`config.mk`:
```
export PLATFORM = sky130hd
export DESIGN_NAME = vfs_queue
export DESIGN_NICKNAME = d
export VERILOG_FILES = /design/src/rtl/core/vfs_pkg.sv /design/src/rtl/core/vfs_queue.sv
export SDC_FILE = /design/constraint.sdc
export NUM_CORES = 1
export LEC_CHECK = 0
export ABC_AREA = 1
export BUFFER_PORTS_ARGS = -buffer_cell sky130_fd_sc_hd__buf_4
export CORE_ASPECT_RATIO = 1.4
export CORE_UTILIZATION = 28
export DETAILED_ROUTE_END_ITERATION = 10
export SLEW_MARGIN = 20
export SYNTH_ARGS = -nofsm -noshare
export SYNTH_HDL_FRONTEND = slang
export SYNTH_SLANG_ARGS = --single-unit
export TNS_END_PERCENT = 20
```
`constraint.sdc`:
```
create_clock -name clk -period 1.8 [get_ports clk]
set_clock_uncertainty 0.2 [all_clocks]
set_input_delay 0.36 -clock clk [delete_from_list [all_inputs] [get_ports clk]]
set_output_delay 0.36 -clock clk [all_outputs]
set_load 0.05 [all_outputs]
```
`src/rtl/core/vfs_pkg.sv`:
```
// ----------------------------------------------------------------------------
// vfs_pkg
// Shared types and constants for the velocity fluctuation statistics block:
// accumulator growth, item codes, queue depth and the back-end sequencer.
// ----------------------------------------------------------------------------
`default_nettype none

package vfs_pkg;

  // configuration register width and indexes
  localparam int CFG_W = 11;
  localparam logic REG_PPF = 1'b0;
  localparam logic REG_FC  = 1'b1;

  // accumulator growth over the velocity width
  localparam int FRAME_GROW = 10;  // frame and time sums of x and y
  localparam int SQ_GROW    = 10;  // frame squared norm sums
  localparam int RUN_GROW   = 20;  // run sums of x and y
  localparam int RSQ_GROW   = 16;  // run squared norm sums

  // input item codes
  localparam logic MODE_SAMPLE = 1'b0;
  localparam logic MODE_FINISH = 1'b1;

  // queue entry kinds
  localparam logic ENT_FRAME  = 1'b0;
  localparam logic ENT_FINISH = 1'b1;

  // queue between front and back
  localparam int Q_DEPTH = 2;
  localparam int Q_CW    = $clog2(Q_DEPTH + 1);

  typedef struct packed {
    logic            empty;
    logic [Q_CW-1:0] count;
  } q_stat_t;

  typedef struct packed {
    logic busy;
    logic done;
  } div_stat_t;

  // back-end sequencer
  localparam int STEP_W = 3;

  // divide steps of a frame close
  localparam logic [STEP_W-1:0] ST_X   = 3'd0;
  localparam logic [STEP_W-1:0] ST_Y   = 3'd1;
  localparam logic [STEP_W-1:0] ST_SQ  = 3'd2;
  // divide steps of a finish (x and y as above)
  localparam logic [STEP_W-1:0] ST_TX  = 3'd2;
  localparam logic [STEP_W-1:0] ST_TY  = 3'd3;
  localparam logic [STEP_W-1:0] ST_SV  = 3'd4;
  localparam logic [STEP_W-1:0] ST_TSQ = 3'd5;
  localparam logic [STEP_W-1:0] ST_RSQ = 3'd6;

  localparam logic [STEP_W-1:0] FR_LAST_DIV  = 3'd2;
  localparam logic [STEP_W-1:0] FIN_LAST_DIV = 3'd6;
  localparam logic [STEP_W-1:0] FR_LAST_MUL  = 3'd1;
  localparam logic [STEP_W-1:0] FIN_LAST_MUL = 3'd3;

  typedef enum logic [2:0] {
    BK_IDLE,
    BK_DIV,
    BK_MUL,
    BK_SQRT,
    BK_UPDATE,
    BK_EMIT
  } bk_state_t;

endpackage

`default_nettype wire

```
`src/rtl/core/vfs_queue.sv`:
```
// ----------------------------------------------------------------------------
// vfs_queue
// Short in-order queue carrying frame-close and finish entries from the
// front end to the back end.
// ----------------------------------------------------------------------------
`default_nettype none

module vfs_queue #(
  parameter int W = 8
) (
  input  wire logic             clk,
  input  wire logic             rst,
  input  wire logic             push,
  input  wire logic [W-1:0]     push_data,
  input  wire logic             pop,
  output vfs_pkg::q_stat_t      q_stat,
  output logic      [W-1:0]     head
);

  localparam int PW = (vfs_pkg::Q_DEPTH > 1) ? $clog2(vfs_pkg::Q_DEPTH) : 1;
  localparam logic [PW-1:0] LAST = PW'(vfs_pkg::Q_DEPTH - 1);

  logic [W-1:0]              mem [vfs_pkg::Q_DEPTH];
  logic [PW-1:0]             wr_ptr;
  logic [PW-1:0]             rd_ptr;
  logic [vfs_pkg::Q_CW-1:0]  count;

  // pointers and fill level
  always_ff @(posedge clk) begin
    if (rst) begin
      wr_ptr <= '0;
      rd_ptr <= '0;
      count  <= '0;
    end else begin
      if (push) begin
        wr_ptr <= (wr_ptr == LAST) ? '0 : wr_ptr + 1'b1;
      end
      if (pop) begin
        rd_ptr <= (rd_ptr == LAST) ? '0 : rd_ptr + 1'b1;
      end
      if (push && !pop) begin
        count <= count + 1'b1;
      end else if (pop && !push) begin
        count <= count - 1'b1;
      end
    end
  end

  // entry storage
  always_ff @(posedge clk) begin
    if (push) begin
      mem[wr_ptr] <= push_data;
    end
  end

  assign head         = mem[rd_ptr];
  assign q_stat.empty = (count == '0);
  assign q_stat.count = count;

  // no write into a full queue
  a_no_overflow: assert property (@(posedge clk) disable iff (rst)
    push |-> (32'(count) < vfs_pkg::Q_DEPTH))
    else $error("queue written while full");

  // no read from an empty queue
  a_no_underflow: assert property (@(posedge clk) disable iff (rst)
    pop |-> (count != '0))
    else $error("queue popped while empty");

  // a lone write raises the fill level by one
  a_fill_step: assert property (@(posedge clk) disable iff (rst)
    (push && !pop) |=> (count == $past(count) + 1'b1))
    else $error("queue fill level out of step");

endmodule

`default_nettype wire

```
---- Word-level counts from Yosys, hierarchy flattened ----
Memories as Yosys holds them, arrays and structs flattened. A register that Yosys moved wholly into a read port is not among the register bits.
Cells that the tools add are included.
storage, ports and cells
  input bits .............................. 12
  memory bits (writable) .................. 16
  memories ................................ 1
  output and inout port bits .............. 11
  flip-flop bits (word level) ............. 4
operators by class
  muxes and demuxes ....................... 8
  $add $sub $neg .......................... 4
  reductions and logical operators ........ 6
memory list
  memory  depth  width  rd ports  clocked after memory_dff  write ports  line             source
  mem     2      8      1         1                         1            vfs_queue.sv:23  logic [W-1:0] mem [vfs_pkg::Q_DEPTH];
operators by type and width
  operator                                           number
  two-way mux 1 bit                                  6
  two-way mux 2 bit                                  2
  adder 1 bit (second input constant)                2
  adder 2 x 1 -> 2 bit (second input constant)       1
  logical AND 1 bit                                  2
  logical NOT 1 bit                                  2
  logical NOT 2 bit                                  1
  nonzero test 2 bit                                 1
  subtractor 2 x 1 -> 2 bit (second input constant)  1

---- Depth between registers and ports, before layout ----
Gate-level depths: netlist of run 1.
  depth in word-level cells ............... 4
  depth in mapped cells ................... 8
  mapped depth without buffers ............ 8

---- Worst setup path before layout of run 1 ----
OpenSTA, ideal clock, no wires.
  path kind ............................... reg-to-output
  start point ............................. register count[0] (netlist bit)
  end point ............................... output port q_stat[2] (netlist bit)
  path slack .............................. -0.002 ns
  required time ........................... 1.240 ns
  data arrival time ....................... 1.242 ns
  cell stages (with the launch flop) ...... 2
  cells stage by stage .................... dfxtp_1 > nor2_1
RTL lines
  item                      line             source
  start: declaration        vfs_queue.sv:26  logic [vfs_pkg::Q_CW-1:0] count;
  start signal: assignment  vfs_queue.sv:42  count <= count + 1'b1;
  start signal: assignment  vfs_queue.sv:44  count <= count - 1'b1;
  end: declaration          vfs_queue.sv:16  output vfs_pkg::q_stat_t q_stat,

==> impl_results.md, run 1 <==
- Total CTS buffers: 3
- Int Pwr: 0.745 mW
- CTS tree: built
- Final HPWL from detailed placement: 936 um
- Clk Latency, worst-skew pair: 0.29 ns
- Flops & latches, synth: 21
- Worst slew margin: 77.0%
- Die X: 47.4 um
- Slew @ Worst Pin: 0.344 ns
- Largest family of logic cells by synthesized area: multiplexers
- Top delay family on crit path: flip-flops
- Core area: 2670 um^2
- Worst R2R Path Depth: 2
- Status: completed
- XOR/XNOR Fraction of Synth Area: 1.09%
- Chip height: 65.5 um
- Synth Area in Compound Gates: 1.24%
- Wirelength, routed: 1.31 mm
- Met2 Usage GRT: 16.8%
- # setup viols final: 0
- Critical R2R Capture: mem[1][1]$_DFFE_PP_
- Top cell type's share of synthesized area: 59.5%
- Residual DRC: 0
- Layout cells sized above 1: 47.0%
- Min cycle time layout: 1.79 ns
- R2r startpoint: wr_ptr$_SDFFE_PP0P_
- Crit path max fanout: 8
- Met1 usage: 10.5%
- Max-Cap Viols: 0
- Antenna violations before repair: 0
- Area occupied by registers: 584 um^2
- CP bufs+invs: 1
- Reg2reg setup slack: 0.58 ns
- Die Area: 3100 um^2
- Starting Density: 30.2%
- Vias in the first global route: 534
- Initial drt markers: 12
- CP Cell Sequence: mux2_4 > buf_6
- I/O pin count: 23
- Cell type with the largest total area after synthesis: edfxtp_1
- Worst vdd ir: 417 uV
- Clock Sinks: 21
- Critical path depth: 2
- Synth Area in Adders: 1.55%
- Routability cong.: 0.612
- Tcrit/Tclk final: 99.2%
- Total congestion overflow: 0
- Mux share of post-synthesis cell area: 11.2%
- Most frequent cells in the layout: 16 x edfxtp_1, 15 x buf_4, 8 x mux2_4, 8 x inv_1, 8 x buf_6
- Clk slew on worst S/H paths: 0.11 ns
- N_diodes: 0
- Sequential power share: 54.8%
- Cell Rows: 22
- IO Port Bufs: 22
- Cell variety after synth: 16
- Critical Path Max Stage Delay: 0.45 ns
- Max Root-Sink Buffers: 2
- Global-route wire length before repair: 2.11 mm
- Drt via density: 4.13
- Largest net degree at the start of global routing: 13
- M3 GR Usage: 2.47%
- Area grow syn2layout: 37.2%
- Slowest-stage cell, CP: dfxtp_4
- Final net count: 97
- YS warnings: 0
- Fill count: 273
- WHS: 0.0291 ns
- Syn avg cell area: 14.2 um^2
- Synth Area in Simple Gates: 7.44%
- Busiest layer in global routing: met2
- Seq/Total Area, Yosys: 71.9%
- Slack of the critical path: 0.0140 ns
- Worst EP required: 1.24 ns
- Net Switching: 0.310 mW
- Worst Hold Class: in2reg
- Sw frac: 29.4%
- Hold Buf Count CTS: 0
- Unrepaired setup endpoints after global routing: true
- Logic gate share of total power: 24.7%
- Setup WS pre-CTS: 0.135 ns
- Root Driver: clkbuf_4
- Final count of hold timing violations: 0
- DR WL/cell: 11.0 um
- Cells after Synth: 57
- Post-Syn Area: 807 um^2
- CTS H-tree depth: 1
- Setup crit end: head[2]
- Routed vias: 491
- Most common cell after layout, fill and taps aside: edfxtp_1
- Syn Nets: 70
- Pwr dens: 953 nW/um^2
- Crit path DAT: 1.23 ns
- Max Slew Vio Count: 0
- Post-DRT Antenna Nets: 0
- Gr usage total: 9.88%
- Crit end category: output port
- DR pass1 iterations: 3
- Area occupied by multi-input gates: 214 um^2
- Clock share of power: 20.5%
- Setup crit start kind: flop
- Largest cells by area after synthesis: edfxtp_1 60%, dfxtp_1 12%, mux2_2 11%, inv_1 3.7%, nor2_1 2.8%
- Leak: 0.476 nW
- CP Class: reg2out
- Fmax: 560 MHz
==> power groups by stage <==
stage | Combinational (mW) | Sequential [mW] | Clock [mW]
finish | 0.261 | 0.578 | 0.217
global route | 0.277 | 0.582 | 0.257
CTS | 0.253 | 0.576 | 0.227
detailed placement | 0.236 | 0.587 | 0
global placement | 0.233 | 0.584 | 0
floorplan | 0.150 | 0.596 | 0
==> cell type report <==
cell class | instances | share of cell area [%]
Clock inverter | 1 | 0.452
Inverter | 9 | 3.05
Multi-Input combinational cell | 26 | 19.3
Clock buffer | 3 | 2.03
Tap cell | 36 | 4.07
Timing Repair Buffer | 23 | 18.3
Sequential cell | 21 | 52.8
==> cell families after synthesis <==
kind of cell    after synthesis
compound gates                2
xor+xnor                      1
fa+ha+maj                     1
buf+inv                      10
flops                        21
mux                           8
simple gates                 14
==> Yosys cell counts (all sizes together) <==
library cell / number
a21oi: 1
buf: 1
dfxtp: 5
edfxtp: 16
ha: 1
inv: 9
mux2: 8
nand2: 5
nand3: 1
nand4: 1
nor2: 6
nor3: 1
o21ai: 1
xnor2: 1
==> state kept, by name (all words and copies together) (netlist names), named ones only <==
| signal | cells |
|---|---|
| count | 2 |
| rd_ptr | 1 |
| mem | 16 |
| wr_ptr | 1 |
==> stage by stage <==
stage	power, mW	area (um^2)	cells	utilization [%]	TNS [ns]
2_1_floorplan	0.746	810	57	-	0
3_3_place_gp	0.817	1020	115	38.1	0
3_5_place_dp	0.822	1020	115	38.1	0
4_1_cts	1.06	1080	119	40.5	-0.0692
5_1_grt	1.12	1110	119	41.5	-0.254
6_report	1.06	1110	119	41.5	0
==> worst register-to-register path, stage by stage (launching register included) <==
cell     delay [ns]
dfxtp_1        0.37
nand2_1        0.06
inv_1          0.27
==> worst min path at each step <==
stage                          endpoint  depth (start not counted)           startpoint
finish                             flop                          2                  rst
detailed placement  wr_ptr$_SDFFE_PP0P_                          2  wr_ptr$_SDFFE_PP0P_
CTS                                flop                          2                  rst
global route                       flop                          2                  rst
global placement    wr_ptr$_SDFFE_PP0P_                          2  wr_ptr$_SDFFE_PP0P_
floorplan                          flop                          1                  rst
==> routing by layer <==
metal | vias to the layer above | routed length, um
li1 | 246 | -
met1 | 225 | 521
met2 | 18 | 685
met3 | 2 | 93
met4 | 0 | 8
met5 | - | 0
==> repair_timing <==
item,CTS,global route
gates cloned,0,0
pin swaps,0,0
endpoints found under the setup margin,8,8
gates resized for setup,11,7
buffers inserted,0,0
Power figures use the tool's default switching activity.
==> run 2: changes to the inputs <==
- SETUP_SLACK_MARGIN: unset -> 0.1
- clock period: 1.8 -> 1.84 ns (I/O delays scaled with it)
==> impl_results.md, run 2 (synthesized netlist as in run 1, its figures left out) <==
- Setup crit start kind: flop (unchanged)
- Worst EP required: 1.27 ns (was 1.24 ns)
- Final non-filler cell total: 119 (unchanged)
- Root Driver: clkbuf_4 (unchanged)
- Drt via density: 4.14 (was 4.13)
- Routed vias: 493 (was 491)
- Most frequent cells in the layout: 16 x edfxtp_1, 15 x buf_4, 8 x mux2_4, 8 x inv_1 (was 16 x edfxtp_1, 15 x buf_4, 8 x mux2_4, 8 x inv_1, 8 x buf_6)
- Sequential power share: 54.3% (was 54.8%)
- Post CTS Setup Buffer Count: 0 (unchanged)
- Critical Path Max Stage Delay: 0.45 ns (about the same)
- Finished Cell Area: 1130 um^2 (was 1110 um^2)
- Hold Buf Count CTS: 0 (unchanged)
- Unrepaired setup endpoints after global routing: true (unchanged)
- Sw frac: 29.2% (was 29.4%)
- Routability cong.: 0.612 (unchanged)
- Placed cell areas: 1020 um^2 (unchanged)
- Slowest-stage cell, CP: dfxtp_4 (unchanged)
- Max-Cap Viols: 0 (unchanged)
- I/O pin count: 23 (unchanged)
- Worst R2R Path Depth: 2 (unchanged)
- Layout cells sized above 1: 47.0% (unchanged)
- Most flops, register: mem (unchanged)
- Final Core Density: 42.2% (was 41.5%)
- DR WL/cell: 10.8 um (was 11.0 um)
- Leak: 0.483 nW (was 0.476 nW)
- Dpl cells: 115 (unchanged)
- Most common cell after layout, fill and taps aside: edfxtp_1 (unchanged)
- Min cycle time layout: 1.79 ns
- Int Pwr: 0.738 mW (was 0.745 mW)
- Final HPWL from detailed placement: 936 um (unchanged)
- Wirelength, routed: 1.29 mm (was 1.31 mm)
- Initial drt markers: 11 (was 12)
- Gr usage total: 9.66% (was 9.88%)
- Clk Latency, worst-skew pair: 0.29 ns (about the same)
- Max reg flops: 16 (unchanged)
- Clock Sinks: 21 (unchanged)
- Worst vdd ir: 411 uV (was 417 uV)
- Largest net degree at the start of global routing: 13 (unchanged)
- Chip height: 65.5 um (unchanged)
- CTS tree: built (unchanged)
- Setup TNS: 0 ns (unchanged)
- Slack of the critical path: 0.0462 ns (was 0.0140 ns)
- Net Switching: 0.304 mW (was 0.310 mW)
- Cell Rows: 22 (unchanged)
- Top flop regs: mem: 16 flops, count: 2 flops (unchanged)
- Post-DRT Antenna Nets: 0 (unchanged)
- Final count of hold timing violations: 0 (unchanged)
- N_diodes: 0 (unchanged)
- Status: completed (unchanged)
- CTS H-tree depth: 1 (unchanged)
- Global-route wire length before repair: 2.10 mm (was 2.11 mm)
- Tcrit/Tclk final: 97.5%
- Starting Density: 30.2% (unchanged)
- Max Slew Vio Count: 0 (unchanged)
- Setup WS pre-CTS: 0.167 ns (was 0.135 ns)
- Crit end category: output port (unchanged)
- Worst Hold Class: in2reg (unchanged)
- Vias in the first global route: 554 (was 534)
- IO Port Bufs: 22 (unchanged)
- Clock share of power: 20.2% (was 20.5%)
- Area grow syn2layout: 39.5% (was 37.2%)
- Antenna violations before repair: 0 (unchanged)
- Final net count: 97 (unchanged)
- Fmax: 557 MHz
- Hold-critical path depth: 2 (unchanged)
- WHS: 0.0370 ns (was 0.0291 ns)
- Max Root-Sink Buffers: 2 (unchanged)
- Die Area: 3100 um^2 (unchanged)
- Crit path max fanout: 8 (unchanged)
- Tot Pwr: 1.04 mW (was 1.06 mW)
- Pwr dens: 925 nW/um^2 (was 953 nW/um^2)
- Crit path DAT: 1.23 ns (about the same)
- # setup viols final: 0 (unchanged)
- Total CTS buffers: 3 (unchanged)
- DR pass1 iterations: 3 (unchanged)
- Slew @ Worst Pin: 0.344 ns (about the same)
- Total congestion overflow: 0 (unchanged)
- Residual DRC: 0 (unchanged)
- Core area: 2670 um^2 (unchanged)
- Worst slew margin: 77.0% (about the same)
- Logic gate share of total power: 25.5% (was 24.7%)
- Die X: 47.4 um (unchanged)
- Clk slew on worst S/H paths: 0.11 ns (about the same)
- CP Class: reg2out (unchanged)
- CP Cell Sequence: mux2_4 > buf_6 (unchanged)
-- run 2: cell counts in the layout (fill, tap and decap cells not counted) --
No cell type changed its count.
-- run 2: path summary, 6_finish.rpt --
path / startpoint / to / slack [ns]
setup / recovery: flop / head[4] / 0.05
hold / removal: rst / flop / 0.04
setup reg to reg: wr_ptr$_SDFFE_PP0P_ / mem[1][0]$_DFFE_PP_ / 0.62
hold reg to reg: wr_ptr$_SDFFE_PP0P_ / wr_ptr$_SDFFE_PP0P_ / 0.32
-- run 2: power by group through the flow --
stage	logic (mW)	clock network, mW	registers [mW]
6_report	0.266	0.210	0.566
2_1_floorplan	0.147	0	0.583
5_1_grt	0.282	0.248	0.569
3_3_place_gp	0.228	0	0.572
4_1_cts	0.257	0.222	0.567
3_5_place_dp	0.230	0	0.574
-- run 2: what timing repair did --
| action | 4_1_cts | 5_1_grt |
|---|---|---|
| resized for setup | 18 | 5 |
| hold endpoints to repair | 0 | 0 |
| endpoints found under the setup margin | 8 | 8 |
-- run 2: metal layers --
layer / GRT usage (%) / wire [um] / vias up
met5: 0 / 0 / -
met4: 5.36 / 8 / 0
met1: 9.65 / 521 / 227
li1: - / - / 246
met2: 17.1 / 665 / 18
met3: 2.20 / 93 / 2
-- run 2: final cells by class --
| type | count | area [um^2] |
|---|---|---|
| Fill cell | 270 | 1540 |
| Sequential cell | 21 | 584 |
| Timing Repair Buffer | 23 | 221 |
| Multi-Input combinational cell | 26 | 214 |
| Tap cell | 36 | 45.0 |
| Inverter | 9 | 33.8 |
| Clock buffer | 3 | 22.5 |
| Clock inverter | 1 | 5.00 |
-- run 2: worst max-delay path: cells and delay by family (launching register included) --
kind                   cells  cell delay (ns)
buffers and inverters      1             0.15
flip-flops                 1             0.45
multiplexers               1             0.32
