### src/rtl/core/vfs_pkg.sv
// ----------------------------------------------------------------------------
// vfs_pkg
// Shared types and constants for the velocity fluctuation statistics block:
// accumulator growth, item codes, queue depth and the back-end sequencer.
// ----------------------------------------------------------------------------
`default_nettype none

package vfs_pkg;

  // configuration register width and indexes
  localparam int CFG_W = 11;
  localparam logic REG_PPF = 1'b0;
  localparam logic REG_FC  = 1'b1;

  // accumulator growth over the velocity width
  localparam int FRAME_GROW = 10;  // frame and time sums of x and y
  localparam int SQ_GROW    = 10;  // frame squared norm sums
  localparam int RUN_GROW   = 20;  // run sums of x and y
  localparam int RSQ_GROW   = 16;  // run squared norm sums

  // input item codes
  localparam logic MODE_SAMPLE = 1'b0;
  localparam logic MODE_FINISH = 1'b1;

  // queue entry kinds
  localparam logic ENT_FRAME  = 1'b0;
  localparam logic ENT_FINISH = 1'b1;

  // queue between front and back
  localparam int Q_DEPTH = 2;
  localparam int Q_CW    = $clog2(Q_DEPTH + 1);

  typedef struct packed {
    logic            empty;
    logic [Q_CW-1:0] count;
  } q_stat_t;

  typedef struct packed {
    logic busy;
    logic done;
  } div_stat_t;

  // back-end sequencer
  localparam int STEP_W = 3;

  // divide steps of a frame close
  localparam logic [STEP_W-1:0] ST_X   = 3'd0;
  localparam logic [STEP_W-1:0] ST_Y   = 3'd1;
  localparam logic [STEP_W-1:0] ST_SQ  = 3'd2;
  // divide steps of a finish (x and y as above)
  localparam logic [STEP_W-1:0] ST_TX  = 3'd2;
  localparam logic [STEP_W-1:0] ST_TY  = 3'd3;
  localparam logic [STEP_W-1:0] ST_SV  = 3'd4;
  localparam logic [STEP_W-1:0] ST_TSQ = 3'd5;
  localparam logic [STEP_W-1:0] ST_RSQ = 3'd6;

  localparam logic [STEP_W-1:0] FR_LAST_DIV  = 3'd2;
  localparam logic [STEP_W-1:0] FIN_LAST_DIV = 3'd6;
  localparam logic [STEP_W-1:0] FR_LAST_MUL  = 3'd1;
  localparam logic [STEP_W-1:0] FIN_LAST_MUL = 3'd3;

  typedef enum logic [2:0] {
    BK_IDLE,
    BK_DIV,
    BK_MUL,
    BK_SQRT,
    BK_UPDATE,
    BK_EMIT
  } bk_state_t;

endpackage

`default_nettype wire

### src/rtl/core/vfs_front.sv
// ----------------------------------------------------------------------------
// vfs_front
// Front end: accepts sample and finish transactions, squares the velocities,
// accumulates the frame sums and hands closed frames and finish marks to
// the queue.
// ----------------------------------------------------------------------------
`default_nettype none

module vfs_front #(
  parameter int V  = 24,
  parameter int PW = 11,
  parameter int FW = 11,
  parameter int EW = 8
) (
  input  wire logic                clk,
  input  wire logic                rst,
  input  wire logic                in_valid,
  output logic                     in_ready,
  input  wire logic                mode,
  input  wire logic signed [V-1:0] adv_vx,
  input  wire logic signed [V-1:0] adv_vy,
  input  wire logic signed [V-1:0] com_vx,
  input  wire logic signed [V-1:0] com_vy,
  input  wire logic [PW-1:0]       p_eff,
  input  wire logic [FW-1:0]       f_eff,
  input  vfs_pkg::q_stat_t         q_stat,
  output logic                     push,
  output logic [EW-1:0]            push_data
);

  localparam int FXY = V + vfs_pkg::FRAME_GROW;
  localparam int FSQ = 2 * V + vfs_pkg::SQ_GROW;
  localparam int NSQ = 2 * V + 1;

  logic                 accept;
  logic [PW-1:0]        pcnt;
  logic [PW:0]          pcnt_inc;
  logic                 close_now;
  logic                 room;

  // stage a: registered velocities and squared norms
  logic                 a_valid;
  logic                 a_fin;
  logic                 a_close;
  logic signed [V-1:0]  a_v   [4];
  logic [NSQ-1:0]       a_nsq [2];
  logic [PW-1:0]        a_p;
  logic [FW-1:0]        a_f;

  logic signed [V-1:0]   in_v  [4];
  logic signed [2*V-1:0] in_sq [4];

  // frame accumulators
  logic signed [FXY-1:0] fsum     [4];
  logic [FSQ-1:0]        fsq      [2];
  logic signed [FXY-1:0] fsum_new [4];
  logic [FSQ-1:0]        fsq_new  [2];

  assign in_v[0] = adv_vx;
  assign in_v[1] = adv_vy;
  assign in_v[2] = com_vx;
  assign in_v[3] = com_vy;

  // frame close test and queue room
  assign pcnt_inc  = {1'b0, pcnt} + 1'b1;
  assign close_now = (pcnt_inc >= {1'b0, p_eff});
  assign push      = a_valid && (a_fin || a_close);
  assign room      = (32'(q_stat.count) + 32'(push)) < vfs_pkg::Q_DEPTH;
  assign in_ready  = room || ((mode == vfs_pkg::MODE_SAMPLE) && !close_now);
  assign accept    = in_valid && in_ready;

  // point counter
  always_ff @(posedge clk) begin
    if (rst) begin
      pcnt    <= '0;
      a_valid <= 1'b0;
    end else begin
      a_valid <= accept;
      if (accept) begin
        if ((mode == vfs_pkg::MODE_FINISH) || close_now) begin
          pcnt <= '0;
        end else begin
          pcnt <= pcnt_inc[PW-1:0];
        end
      end
    end
  end

  // squares of the incoming components
  for (genvar i = 0; i < 4; i++) begin : g_sq
    assign in_sq[i] = in_v[i] * in_v[i];
  end

  // stage a payload
  always_ff @(posedge clk) begin
    if (accept) begin
      a_fin   <= (mode == vfs_pkg::MODE_FINISH);
      a_close <= (mode == vfs_pkg::MODE_SAMPLE) && close_now;
      a_p     <= p_eff;
      a_f     <= f_eff;
      for (int i = 0; i < 4; i++) begin
        a_v[i] <= in_v[i];
      end
      for (int k = 0; k < 2; k++) begin
        a_nsq[k] <= {1'b0, in_sq[2*k]} + {1'b0, in_sq[2*k+1]};
      end
    end
  end

  // saturating frame sums
  for (genvar i = 0; i < 4; i++) begin : g_fsum
    logic signed [FXY:0] s;
    assign s = {fsum[i][FXY-1], fsum[i]} + (FXY+1)'(a_v[i]);
    always_comb begin
      if (s[FXY] != s[FXY-1]) begin
        fsum_new[i] = s[FXY] ? {1'b1, {(FXY-1){1'b0}}} : {1'b0, {(FXY-1){1'b1}}};
      end else begin
        fsum_new[i] = s[FXY-1:0];
      end
    end
  end

  for (genvar k = 0; k < 2; k++) begin : g_fsq
    logic [FSQ:0] s;
    assign s = {1'b0, fsq[k]} + (FSQ+1)'(a_nsq[k]);
    assign fsq_new[k] = s[FSQ] ? {FSQ{1'b1}} : s[FSQ-1:0];
  end

  always_ff @(posedge clk) begin
    if (rst) begin
      for (int i = 0; i < 4; i++) begin
        fsum[i] <= '0;
      end
      for (int k = 0; k < 2; k++) begin
        fsq[k] <= '0;
      end
    end else if (a_valid) begin
      for (int i = 0; i < 4; i++) begin
        fsum[i] <= (a_fin || a_close) ? '0 : fsum_new[i];
      end
      for (int k = 0; k < 2; k++) begin
        fsq[k] <= (a_fin || a_close) ? '0 : fsq_new[k];
      end
    end
  end

  // queue entry
  assign push_data = {(a_fin ? vfs_pkg::ENT_FINISH : vfs_pkg::ENT_FRAME), a_p, a_f,
                      fsq_new[1], fsq_new[0],
                      fsum_new[3], fsum_new[2], fsum_new[1], fsum_new[0]};

endmodule

`default_nettype wire

### config.mk
export PLATFORM = sky130hd
export DESIGN_NAME = vfs_front
export DESIGN_NICKNAME = d
export VERILOG_FILES = /design/src/rtl/core/vfs_pkg.sv /design/src/rtl/core/vfs_front.sv
export SDC_FILE = /design/constraint.sdc
export NUM_CORES = 1
export LEC_CHECK = 0
export CORE_MARGIN = 2
export CORE_UTILIZATION = 35
export CTS_CLUSTER_DIAMETER = 40
export DETAILED_ROUTE_END_ITERATION = 8
export DONT_BUFFER_PORTS = 1
export PLACE_DENSITY_LB_ADDON = 0.25
export SLEW_MARGIN = 20
export SYNTH_ARGS = -nofsm -noshare
export SYNTH_HDL_FRONTEND = slang
export SYNTH_SLANG_ARGS = --single-unit
### constraint.sdc
create_clock -name clk -period 3.15 [get_ports clk]
set_input_delay 0.315 -clock clk [delete_from_list [all_inputs] [get_ports clk]]
set_output_delay 0.315 -clock clk [all_outputs]
set_load 0.1 [all_outputs]
Yosys cells after proc, flatten, opt, wreduce, memory -nomap -nowiden
Memory sizes are Yosys's and may differ from the RTL's.
Cells that the tools add are included.

cells by class
  add/sub/neg operators = 6
  magnitude comparators = 2
  eq/ne operators = 4
  multiplexer cells = 24
  bitwise logic cells = 5
  reductions and logical operators = 8

operators with widths
  kind                                                number
  2-to-1 mux 34 bit                                   16
  adder 34 x 24 -> 35 bit                             4
  adder 11 x 1 -> 12 bit, second input constant       1
  greater-or-equal comparator 12 x 11 -> 1 bit        1
  2-to-1 mux 11 bit                                   1
  2-to-1 mux 1 bit                                    7
  logical AND 1 bit                                   4
  != test 1 bit                                       4
  OR 1 bit                                            4
  adder 2 x 1 -> 3 bit                                1
  logical OR 1 bit                                    3
  < comparator 3 x 2 -> 1 bit, second input constant  1
  logical NOT 1 bit                                   1
  inverter 1 bit                                      1

storage, ports and cells
  register bits = 14
  bits in writable memories = 232
  logic and storage cells = 55
  memories kept = 2

memory list
  name  words  width  rd ports  clocked after Yosys merged registers in  wr ports  line             source
  fsum  4      34     4         0                                        4         vfs_front.sv:54  logic signed [FXY-1:0] fsum [4];
  a_v   4      24     4         0                                        4         vfs_front.sv:45  logic signed [V-1:0] a_v [4];

Longest topological paths before layout
Gate-level depths: netlist of run 1.

  depth in word-level cells = 8
  mapped depth = 13
  mapped depth without buffers = 12

Least setup slack after synthesis of run 1
OpenSTA, ideal clock, no wires.

  path kind = reg2reg
  from = reg pcnt[0]
  to = reg a_close (enable)
  arrival = 4128 ps
  data required time = 2769 ps
  slack = -1359 ps
  cell stages (with the launch flop) = 12
  cells stage by stage = dfxtp_1 ha_1 nand3_1 nor2_1 xor2_1 ha_1 and3_1 a2111oi_0 a21oi_1 o32ai_2 nand2_1 inv_1

between the ends
  cells in the longest elaborated chain, start to end = 6

RTL lines
  element                                       line             source
  start, declared                               vfs_front.sv:36  logic [PW-1:0] pcnt;
  start signal, assigned                        vfs_front.sv:83  pcnt <= pcnt_inc[PW-1:0];
  adder 11 x 1 -> 12 bit                        vfs_front.sv:65  assign pcnt_inc = {1'b0, pcnt} + 1'b1;
  greater-or-equal comparator 12 x 11 -> 1 bit  vfs_front.sv:66  assign close_now = (pcnt_inc >= {1'b0, p_eff});
  logical NOT 1 bit                             vfs_front.sv:69  assign in_ready = room || ((mode == vfs_pkg::MODE_SAMPLE) && !close_now);
  logical AND 1 bit                             vfs_front.sv:69
  logical OR 1 bit                              vfs_front.sv:69
  named net in_ready                            vfs_front.sv:18  output logic in_ready,
  logical AND 1 bit                             vfs_front.sv:70  assign accept = in_valid && in_ready;
  named net accept                              vfs_front.sv:35  logic accept;
  end signal, assigned                          vfs_front.sv:98  a_close <= (mode == vfs_pkg::MODE_SAMPLE) && close_now;
  end, declared                                 vfs_front.sv:44  logic a_close;

The timed path passes the listed nets, and every way through them passes these cells.
A chain may end at the register's enable or synchronous reset.

==> insert_results.sql, run 1 <==
INSERT INTO impl_metrics (metric_group, metric, value, unit) VALUES
('setup_path', 'cpLargestDelayFamily', 'compound AO/OA/AOI/OAI gates', ''),
('setup_path', 'worst-path-max-fanout', '4', ''),
('placed_design', 'dpl-instance-area', '0.00624', 'mm²'),
('yosys', 'asyncSetResetFlopFracSynth', '0', '%'),
('drt', 'drtPass1Iterations', '5', ''),
('global_routing', 'grt_start_max_net_pins', '35', ''),
('setup_path', 'reg2reg_setup_slack', '-0.04', 'ns'),
('clock_network', 'cts.sink_count', '72', ''),
('run', 'max_cap_viol_count', '0', ''),
('status', 'status', 'finished with violations', ''),
('drt', 'total_via_count_in_the_routed_design', '4600', ''),
('min_path', 'holdPathStages', '0', ''),
('setup_path', 'startpoint_class', 'flop', ''),
('power', 'clock_power_share', '31.8', '%'),
('setup_path', 'nature_of_the_critical_path_endpoint', 'output pin', ''),
('status', 'violated_checks', 'negative setup slack', ''),
('sta', 'achievable-frequency', '0.285', 'GHz'),
('placed_design', 'place_hpwl', '9760', 'µm'),
('power', 'power.switching_fraction', '33.0', '%'),
('layout', 'syn2layout_area_growth', '41.4', '%'),
('sta', 'hold-worst-slack', '0.0590', 'ns'),
('clock_network', 'cts-htree-levels', '3', ''),
('sta', 'setup_ws', '-0.360', 'ns'),
('min_path', 'hold_path.startpoint', 'adv_vx[6]', ''),
('floorplan', 'core.rowCount', '44', ''),
('setup_path', 'worstSetupPathType', 'reg -> out', ''),
('clock_network', 'clockRootBuffer', 'sky130_fd_sc_hd__clkbuf_16', ''),
('setup_path', 'worst_ep_arrival_time', '3.20', 'ns'),
('layout', 'layout_commonest_cell', 'sky130_fd_sc_hd__buf_4', ''),
('yosys', 'number_of_enable_type_register_cells_in_the_synthesized_netlist', '60', ''),
('floorplan', 'floorplan.die.height', '126', 'µm'),
('drt', 'drtAntennaViolNets', '0', ''),
('setup_path', 'crit_required', '2.83', 'ns'),
('power', 'vdd_drop_max', '0.362', 'mV'),
('sta', 'finalSetupViolations', '13', ''),
('clock_network', 'clock_tree.buffer_depth', '2', ''),
('sta', 'finalHoldViolCount', '0', ''),
('layout', 'antenna-diode-count', '0', ''),
('yosys', 'mappedNetlistArea', '0.00519', 'mm²'),
('sta', 'slew_headroom', '34.8', '%'),
('power', 'power.leakage', '2.97', 'nW'),
('min_path', 'whs_endpoint', 'a_v[0][6]', ''),
('clock_network', 'cts_tree', 'built', ''),
('yosys', 'ys_seq_elements', '72', ''),
('layout', 'fraction_of_final_layout_cells_sized_beyond_drive_strength_1', '34.8', '%'),
('setup_path', 'worst_r2r_endpoint', 'fsum[0][7]', ''),
('setup_path', 'worst_path_cell_chain', 'ha_2, fa_2, a211oi_2, o211ai_1, nand4_1, a211oi_2, o211ai_2, a2111oi_4, buf_4, or2_4, o21a_1, buf_12', ''),
('floorplan', 'core_region_area', '0.0145', 'mm²'),
('yosys', 'yosysWarningCount', '0', ''),
('drt', 'drt_drc_violations_left', '0', ''),
('yosys', 'synthesis.instances', '532', ''),
('yosys', 'synth_cell_type_count', '61', ''),
('global_routing', 'wire_length_of_the_first_global_routing_pass', '22100', 'µm'),
('clock_network', 'clk_latency', '0.35', 'ns'),
('setup_path', 'depth_of_the_worst_register_to_register_path', '14', ''),
('clock_network', 'cts_made_buffers', '9', ''),
('power', 'combPwrFrac', '34.8', '%'),
('setup_path', 'cp_slowest_cell', 'sky130_fd_sc_hd__a2111oi_4', ''),
('drt', 'vias_per_cell', '5.50', ''),
('global_routing', 'grt_antenna_before_repair', '0', ''),
('floorplan', 'dieArea', '0.0158', 'mm²'),
('layout', 'top_library_cells_by_usage_in_the_layout_fill_and_taps_aside', 'sky130_fd_sc_hd__buf_4 (99), sky130_fd_sc_hd__edfxtp_1 (60), sky130_fd_sc_hd__a21oi_1 (39)', ''),
('yosys', 'synth_top_flop_cell', 'sky130_fd_sc_hd__edfxtp_1', ''),
('global_routing', 'leftover_overflow_at_the_end_of_global_routing', '0', ''),
('setup_path', 'crit_path_most_repeated_cell', 'sky130_fd_sc_hd__a211oi_2', ''),
('layout', 'postLayoutCellArea', '0.00734', 'mm²'),
('drt', 'drt-total-wl', '14400', 'µm'),
('layout', 'fin_nets', '820', ''),
('global_routing', 'global_route.usage.total', '17.3', '%'),
('power', 'p_int', '0.00223', 'W'),
('setup_path', 'critical_path.n_buffers_inverters', '2', '');
==> routing by layer <==
layer	wire length, µm	up-vias	global-route usage [%]
li1	-	2235	-
met1	6550	2229	22.4
met2	6910	115	27.9
met3	683	21	4.42
met4	226	0	6.40
met5	0	-	0
==> cells by family (layout without fill, tap and decap cells) <==
family                   Yosys count  after routing  synth area share [%]
AO/OA/AOI/OAI                    186            186                  24.6
XOR/XNOR                          34             34                  5.74
adder cells (fa/ha/maj)           47             47                  11.5
buffers and inverters             46            166                  4.63
flip-flops                        72             72                  39.4
multiplexers                       2              2                 0.410
AND/OR/NAND/NOR                  145            146                  13.8
==> worst max-delay path by stage <==
| stage | startpoint | endpoint | slack (ns) | cells after the start |
|---|---|---|---|---|
| floorplan | pcnt[1] | a_close | -0.36 | 11 |
| global route | a_v[0][0] | push_data[1] | -0.52 | 12 |
| CTS | a_v[0][0] | push_data[7] | -0.36 | 11 |
| finish | a_v[0][0] | push_data[0] | -0.36 | 12 |
| detailed placement | a_v[0][0] | push_data[7] | -0.29 | 11 |
| global placement | a_v[0][0] | push_data[6] | -0.21 | 11 |
==> state kept, by name (all words and copies together) (netlist names) <==
signal   count
a_v         24
a_valid      1
a_fin        1
fsum        34
a_close      1
pcnt        11
==> synthesized netlist by cell type, types with 6 or more instances <==
master                      n  area share (%)
sky130_fd_sc_hd__o21ai_0   23             2.2
sky130_fd_sc_hd__a31oi_1   10             1.2
sky130_fd_sc_hd__nand2b_1   6            0.72
sky130_fd_sc_hd__ha_1      46              11
sky130_fd_sc_hd__nand4_1    6            0.72
sky130_fd_sc_hd__inv_1     20             1.4
sky130_fd_sc_hd__edfxtp_1  60              35
sky130_fd_sc_hd__a21o_1    12             1.7
sky130_fd_sc_hd__dfxtp_1   12             4.6
sky130_fd_sc_hd__a211oi_1   6            0.87
sky130_fd_sc_hd__nor2_1    30             2.2
sky130_fd_sc_hd__buf_2      9            0.87
sky130_fd_sc_hd__o21ai_1   22             2.1
sky130_fd_sc_hd__nor3_1    14             1.4
sky130_fd_sc_hd__o21bai_1   7             1.0
sky130_fd_sc_hd__buf_4     11             1.6
sky130_fd_sc_hd__nand3_1   13             1.3
sky130_fd_sc_hd__o21a_1    22             3.2
sky130_fd_sc_hd__xor2_1    14             2.4
sky130_fd_sc_hd__nor2b_1   10             1.2
sky130_fd_sc_hd__xnor2_1   20             3.4
sky130_fd_sc_hd__nand2_1   41             3.0
sky130_fd_sc_hd__a21oi_1   43             4.1
==> repair_timing <==
item | CTS | global route
gates cloned | 0 | 7
hold buffers | 0 | 0
setup endpoints to repair | 18 | 73
buffers inserted | 6 | 16
pin swaps | 6 | 22
gates resized for setup | 34 | 60
==> power by group through the flow <==
stage | Clock (W) | Combinational, W | Sequential, W
after floorplan | 0 | 0.000714 | 0.00112
after global placement | 0 | 0.000996 | 0.00112
after detailed placement | 0 | 0.00101 | 0.00113
after CTS | 0.00108 | 0.00106 | 0.00111
after global routing | 0.00112 | 0.00124 | 0.00112
final | 0.00106 | 0.00116 | 0.00111
==> metrics by stage <==
step	utilization (%)	total power (W)	std cells	TNS (ns)
after CTS	46.8	0.00325	816	-2.71
after detailed placement	42.9	0.00213	794	-2.96
after floorplan	-	0.00183	532	-10.87
after global routing	50.5	0.00348	837	-9.83
final	50.5	0.00332	837	-2.83
after global placement	42.9	0.00212	794	-2.20
==> worst reg2reg max path: cells and delay by family, from the launching register on <==
family,cells,cell delay [ns]
fa+ha+maj,2,0.58
simple gates,2,0.47
buf+inv,4,0.51
flops,1,0.37
compound gates,6,0.99
==> final cells by class <==
cell class / count / area (µm²)
clock buffers: 12 / 279
clock inverters: 4 / 30.0
fillers: 1350 / 7200
inverters: 20 / 78.8
multi-input cells: 415 / 3430
flip-flops and latches: 72 / 2050
well taps: 184 / 230
repair buffers: 130 / 1240
No activity file was read; power rests on OpenSTA's default activity.
==> run 2, diff against run 1 <==
- CORE_MARGIN: 2 -> default
==> insert_results.sql, run 2 (synthesis gave the netlist of run 1 again) <==
INSERT INTO impl_metrics (metric_group, metric, value, unit) VALUES
('drt', 'drt_drc_violations_left', '0', ''),
('global_routing', 'grt_start_max_net_pins', '35', ''),
('power', 'power.switching', '0.00103', 'W'),
('layout', 'seq_area', '0.00205', 'mm²'),
('drt', 'drt-total-wl', '13000', 'µm'),
('power', 'power.leakage', '2.79', 'nW'),
('floorplan', 'core_region_area', '0.0145', 'mm²'),
('layout', 'fin_nets', '797', ''),
('layout', 'flip_flop_count_of_the_largest_register_all_copies_and_words_added', '34', ''),
('drt', 'total_via_count_in_the_routed_design', '4353', ''),
('power', 'vdd_drop_max', '0.288', 'mV'),
('sta', 'finalHoldViolCount', '0', ''),
('layout', 'fraction_of_final_layout_cells_sized_beyond_drive_strength_1', '29.7', '%'),
('sta', 'timing.setup.tns', '-2.03', 'ns'),
('global_routing', 'grt_pass1_vias', '4280', ''),
('sta', 'rsz0062_at_grt', 'true', ''),
('setup_path', 'crit_path_max_incr_delay', '0.42', 'ns'),
('layout', 'n_fill_cell', '1347', ''),
('sta', 'final_max_slew_viol_count', '0', ''),
('setup_path', 'crit_required', '2.83', 'ns'),
('drt', 'vias_per_cell', '5.35', ''),
('global_routing', 'leftover_overflow_at_the_end_of_global_routing', '0', ''),
('floorplan', 'initial_core_util', '35.8', '%'),
('layout', 'largestRegisters', 'fsum: 34 flops, a_v: 24 flops, pcnt: 11 flops', ''),
('sta', 'worst_pin_slew', '0.880', 'ns'),
('floorplan', 'dieArea', '0.0153', 'mm²'),
('layout', 'syn2layout_area_growth', '33.6', '%'),
('clock_network', 'clock_tree.buffer_depth', '2', ''),
('clock_network', 'clockRootBuffer', 'sky130_fd_sc_hd__clkbuf_16', ''),
('setup_path', 'worst_ep_arrival_time', '3.10', 'ns'),
('drt', 'drt_wl_cell', '15.9', 'µm'),
('sta', 'finalClockSkew', '0.00675', 'ns'),
('power', 'clock_power_share', '31.2', '%'),
('clock_network', 'clk_latency', '0.34', 'ns'),
('floorplan', 'i_o_pins', '135', ''),
('drt', 'first_iter_violations', '218', ''),
('clock_network', 'clk_pin_slew_worst_paths', '0.06', 'ns'),
('clock_network', 'post_cts_hold_buffers', '0', ''),
('global_routing', 'grt_antenna_before_repair', '0', ''),
('placed_design', 'gp_congestion', '0.896', ''),
('layout', 'largest_register', 'fsum', ''),
('sta', 'finalSetupViolations', '8', ''),
('power', 'seq_power_share', '35.0', '%'),
('global_routing', 'wire_length_of_the_first_global_routing_pass', '20400', 'µm'),
('setup_path', 'worst-path-max-fanout', '5', ''),
('sta', 'setup_ws', '-0.268', 'ns'),
('placed_design', 'pre_cts_ws', '-0.210', 'ns'),
('layout', 'top_library_cells_by_usage_in_the_layout_fill_and_taps_aside', 'sky130_fd_sc_hd__buf_4 (88), sky130_fd_sc_hd__edfxtp_1 (60), sky130_fd_sc_hd__nand2_1 (40)', ''),
('sta', 'achievable-frequency', '0.293', 'GHz'),
('layout', 'multiInputGateArea', '0.00330', 'mm²'),
('setup_path', 'critical_path.n_buffers_inverters', '1', ''),
('setup_path', 'cp_slowest_cell', 'sky130_fd_sc_hd__a2111oi_4', ''),
('floorplan', 'die_w', '124', 'µm'),
('sta', 'slew_headroom', '41.3', '%'),
('setup_path', 'nature_of_the_critical_path_endpoint', 'output pin', ''),
('power', 'ratio_of_total_power_to_cell_area', '458', 'mW/mm²'),
('setup_path', 'worstSetupPathType', 'reg -> out', ''),
('setup_path', 'crit_path_most_repeated_cell', 'sky130_fd_sc_hd__a211oi_2', ''),
('clock_network', 'cts_tree', 'built', ''),
('global_routing', 'global_route.usage.total', '17.2', '%'),
('placed_design', 'portBuffers', '0', ''),
('sta', 'min_period', '3.42', 'ns'),
('setup_path', 'startpoint_class', 'flop', ''),
('drt', 'drtAntennaViolNets', '0', ''),
('floorplan', 'floorplan.die.height', '124', 'µm'),
('layout', 'antenna-diode-count', '0', ''),
('run', 'max_cap_viol_count', '0', ''),
('status', 'violated_checks', 'negative setup slack', ''),
('floorplan', 'core.rowCount', '44', ''),
('clock_network', 'cts-htree-levels', '3', ''),
('min_path', 'hp-class', 'in -> reg', ''),
('drt', 'drtPass1Iterations', '4', ''),
('sta', 'finalCritPeriodShare', '109', '%'),
('layout', 'layout_commonest_cell', 'sky130_fd_sc_hd__buf_4', ''),
('power', 'combPwrFrac', '33.8', '%'),
('setup_path', 'worst_path_cell_chain', 'ha_2, fa_2, a211oi_2, o211ai_1, nand4_1, a211oi_2, o211ai_2, a2111oi_4, or2_4, o21a_1, buf_12', ''),
('setup_path', 'cpLargestDelayFamily', 'compound AO/OA/AOI/OAI gates', ''),
('status', 'status', 'finished with violations', ''),
('power', 'power.switching_fraction', '32.3', '%'),
('clock_network', 'cts.sink_count', '72', ''),
('power', 'p_int', '0.00215', 'W'),
('placed_design', 'place_hpwl', '9260', 'µm'),
('clock_network', 'cts_made_buffers', '9', '');
-- run 2: cell type report --
type                            instances  area share (%)
Sequential cell                        72            29.6
Timing Repair Buffer                  107            14.2
Clock inverter                          5           0.686
Tap cell                              184            3.32
Clock buffer                           11            3.36
Multi-Input combinational cell        415            47.7
Inverter                               20            1.14
-- run 2: final timing paths --
path	cells after the start	slack, ns	to	start
max reg2reg	13	0.10	a_v[0][6]	pcnt[0]
min	0	0.07	a_v[0][2]	adv_vx[2]
max	11	-0.27	push_data[7]	a_v[0][0]
min reg2reg	1	0.52	pcnt[4]	pcnt[4]
-- run 2: power by group through the flow --
stage	combinational, W	sequential (W)	clock (W)
floorplan	0.000714	0.00112	0
global placement	0.000987	0.00112	0
detailed placement	0.000996	0.00113	0
CTS	0.00105	0.00111	0.00101
global route	0.00115	0.00112	0.00105
finish	0.00107	0.00111	0.000990
-- run 2: what timing repair did --
item | CTS | global route
cloned | 1 | 3
endpoints found under the hold margin | 0 | 0
pin swaps | 6 | 10
setup buffers | 5 | 4
setup endpoints to repair | 40 | 72
resized for setup | 29 | 32
-- run 2: layer usage --
layer	global-route usage [%]	up-vias	share of wire (%)
met5	0	-	0
met4	6.40	0	2.4
met3	3.53	23	2.3
met2	28.6	61	49
met1	21.9	2074	46
li1	-	2195	-
-- run 2: metrics by stage --
step           total power [W]  cells  hold slack (ns)  cell area, µm²  util [%]
3_3_place_gp           0.00211    787            0.414            6200      42.8
6_report               0.00317    814           0.0677            6930      47.9
4_1_cts                0.00317    809           0.0523            6720      46.4
5_1_grt                0.00332    814           0.0526            6930      47.9
2_1_floorplan          0.00183    532            0.414            5320         -
3_5_place_dp           0.00212    787            0.414            6200      42.8
==> run 3, diff against run 2 <==
- BUFFER_PORTS_ARGS: default -> -buffer_cell sky130_fd_sc_hd__clkbuf_2
- DONT_BUFFER_PORTS: 1 -> default
==> insert_results.sql, run 3 (synthesis gave the netlist of run 1 again) <==
INSERT INTO impl_metrics (metric_group, metric, value, unit) VALUES
('sta', 'finalClockSkew', '0.00654', 'ns'),
('sta', 'min_period', '3.45', 'ns'),
('drt', 'drt-total-wl', '12900', 'µm'),
('setup_path', 'startpoint_class', 'flop', ''),
('run', 'max_cap_viol_count', '0', ''),
('global_routing', 'global_route.usage.total', '17.7', '%'),
('floorplan', 'i_o_pins', '135', ''),
('global_routing', 'grt_pass1_vias', '4445', ''),
('setup_path', 'worst_ep_arrival_time', '3.14', 'ns'),
('sta', 'final_max_slew_viol_count', '0', ''),
('global_routing', 'leftover_overflow_at_the_end_of_global_routing', '0', ''),
('setup_path', 'cp_slowest_cell', 'sky130_fd_sc_hd__edfxtp_1', ''),
('clock_network', 'clk_latency', '0.34', 'ns'),
('drt', 'drtPass1Iterations', '5', ''),
('layout', 'top_library_cells_by_usage_in_the_layout_fill_and_taps_aside', 'sky130_fd_sc_hd__buf_4 (90), sky130_fd_sc_hd__edfxtp_1 (60), sky130_fd_sc_hd__clkbuf_2 (41)', ''),
('global_routing', 'grt_start_max_net_pins', '35', ''),
('status', 'status', 'finished with violations', ''),
('clock_network', 'cts.sink_count', '72', ''),
('layout', 'largest_register', 'fsum', ''),
('setup_path', 'worst-path-max-fanout', '11', ''),
('placed_design', 'dpl-instance-area', '0.00637', 'mm²'),
('drt', 'vias_per_cell', '5.32', ''),
('layout', 'fraction_of_final_layout_cells_sized_beyond_drive_strength_1', '33.3', '%'),
('layout', 'antenna-diode-count', '0', ''),
('clock_network', 'cts_made_buffers', '9', ''),
('layout', 'postLayoutCoreUtil', '48.1', '%'),
('sta', 'finalHoldViolCount', '0', ''),
('layout', 'multiInputGateArea', '0.00322', 'mm²'),
('clock_network', 'clock_tree.buffer_depth', '2', ''),
('sta', 'rsz0062_at_grt', 'true', ''),
('placed_design', 'portBuffers', '50', ''),
('sta', 'achievable-frequency', '0.290', 'GHz'),
('clock_network', 'cts_tree', 'built', ''),
('setup_path', 'cpLargestDelayFamily', 'compound AO/OA/AOI/OAI gates', ''),
('min_path', 'hp-class', 'in -> reg', ''),
('sta', 'timing.setup.tns', '-2.62', 'ns'),
('global_routing', 'grt_antenna_before_repair', '0', ''),
('sta', 'setup_ws', '-0.302', 'ns'),
('clock_network', 'clockRootBuffer', 'sky130_fd_sc_hd__clkbuf_16', ''),
('layout', 'largestRegisters', 'fsum: 34 flops, a_v: 24 flops, pcnt: 11 flops', ''),
('setup_path', 'crit_required', '2.83', 'ns'),
('setup_path', 'crit_path_max_incr_delay', '0.38', 'ns'),
('power', 'power.leakage', '2.92', 'nW'),
('layout', 'seq_area', '0.00205', 'mm²'),
('drt', 'first_iter_violations', '139', ''),
('sta', 'worst_pin_slew', '0.897', 'ns'),
('floorplan', 'dieArea', '0.0153', 'mm²'),
('floorplan', 'initial_core_util', '35.8', '%'),
('placed_design', 'gp_congestion', '0.870', ''),
('drt', 'drtAntennaViolNets', '0', ''),
('setup_path', 'worstSetupPathType', 'reg -> out', ''),
('power', 'ratio_of_total_power_to_cell_area', '450', 'mW/mm²'),
('layout', 'fin_cells', '850', ''),
('floorplan', 'core_region_area', '0.0145', 'mm²'),
('sta', 'finalSetupViolations', '17', ''),
('sta', 'finalCritPeriodShare', '110', '%'),
('power', 'vdd_drop_max', '0.359', 'mV'),
('global_routing', 'wire_length_of_the_first_global_routing_pass', '20900', 'µm'),
('layout', 'syn2layout_area_growth', '34.2', '%'),
('floorplan', 'core.rowCount', '44', ''),
('layout', 'n_fill_cell', '1359', ''),
('drt', 'total_via_count_in_the_routed_design', '4522', ''),
('setup_path', 'reg2reg_setup_slack', '-0.04', 'ns'),
('placed_design', 'place_hpwl', '9680', 'µm'),
('drt', 'drt_wl_cell', '15.2', 'µm'),
('floorplan', 'floorplan.die.height', '124', 'µm'),
('setup_path', 'critical_path.n_buffers_inverters', '4', ''),
('setup_path', 'worst_path_cell_chain', 'buf_6, ha_1, buf_4, and3_1, a32o_1, a211o_4, buf_4, nor2_2, nor3_2, or2_4, o21a_1, buf_12', ''),
('layout', 'flip_flop_count_of_the_largest_register_all_copies_and_words_added', '34', ''),
('clock_network', 'cts-htree-levels', '3', ''),
('clock_network', 'clk_pin_slew_worst_paths', '0.06', 'ns'),
('setup_path', 'crit_path_most_repeated_cell', 'sky130_fd_sc_hd__buf_4', ''),
('placed_design', 'place.detailed.instances', '824', ''),
('layout', 'fin_nets', '833', ''),
('setup_path', 'nature_of_the_critical_path_endpoint', 'output pin', ''),
('floorplan', 'die_w', '124', 'µm'),
('layout', 'layout_commonest_cell', 'sky130_fd_sc_hd__buf_4', ''),
('drt', 'drt_drc_violations_left', '0', ''),
('layout', 'postLayoutCellArea', '0.00696', 'mm²'),
('sta', 'slew_headroom', '40.2', '%'),
('status', 'violated_checks', 'negative setup slack', '');
[run 3: changes by cell type in the layout (fill, tap and decap cells not counted), moves of 2 or more]
cell / delta
sky130_fd_sc_hd__nand3_2: +2
sky130_fd_sc_hd__ha_1: +3
sky130_fd_sc_hd__inv_4: +2
sky130_fd_sc_hd__buf_6: -4
sky130_fd_sc_hd__nand3_1: -2
sky130_fd_sc_hd__clkinv_1: -2
sky130_fd_sc_hd__clkbuf_2: +41
sky130_fd_sc_hd__buf_4: +2
sky130_fd_sc_hd__o21ai_1: +2
sky130_fd_sc_hd__ha_4: -4
[run 3: cell type report]
cell class / instances / share of cell area [%]
clock buffer: 10 / 3.29
clock inverter: 6 / 0.611
inverter: 20 / 1.13
multi-input combinational: 414 / 46.2
sequential: 72 / 29.5
tap: 184 / 3.31
timing repair buffer: 144 / 16.0
[run 3: where the power goes]
group	switching [W]	total [W]	internal [W]
logic	0.000617	0.00107	0.000454
clock network	0.000414	0.000952	0.000538
registers	0.0000215	0.00111	0.00109
total	0.00105	0.00313	0.00208
[run 3: stage by stage]
step | power [W] | hold slack, ns | setup WS [ns]
4_1_cts | 0.00315 | 0.131 | -0.311
2_1_floorplan | 0.00183 | 0.414 | -0.358
3_5_place_dp | 0.00215 | 0.494 | -0.181
5_1_grt | 0.00329 | 0.127 | -0.441
6_report | 0.00313 | 0.142 | -0.302
3_3_place_gp | 0.00214 | 0.492 | -0.197
[run 3: worst paths after layout]
path / start / endpoint / cells after the start
min reg2reg: pcnt[1] / pcnt[1] / 1
max reg2reg: a_v[0][23] / fsum[0][6] / 13
min: adv_vx[13] / a_v[0][13] / 1
max: a_v[0][23] / push_data[3] / 12
[run 3: timing repair]
item / CTS / global route
buffers inserted: 4 / 5
resized for setup: 19 / 28
setup endpoints to repair: 38 / 73
pin swaps: 5 / 9
hold buffers: 0 / 0
cloned: 1 / 0
[run 3: routing by layer]
| layer | global-route usage (%) | wire, µm |
|---|---|---|
| met1 | 21.6 | 5830 |
| met2 | 30.7 | 6470 |
| met3 | 4.35 | 432 |
| met4 | 5.12 | 177 |
| met5 | 0 | 0 |
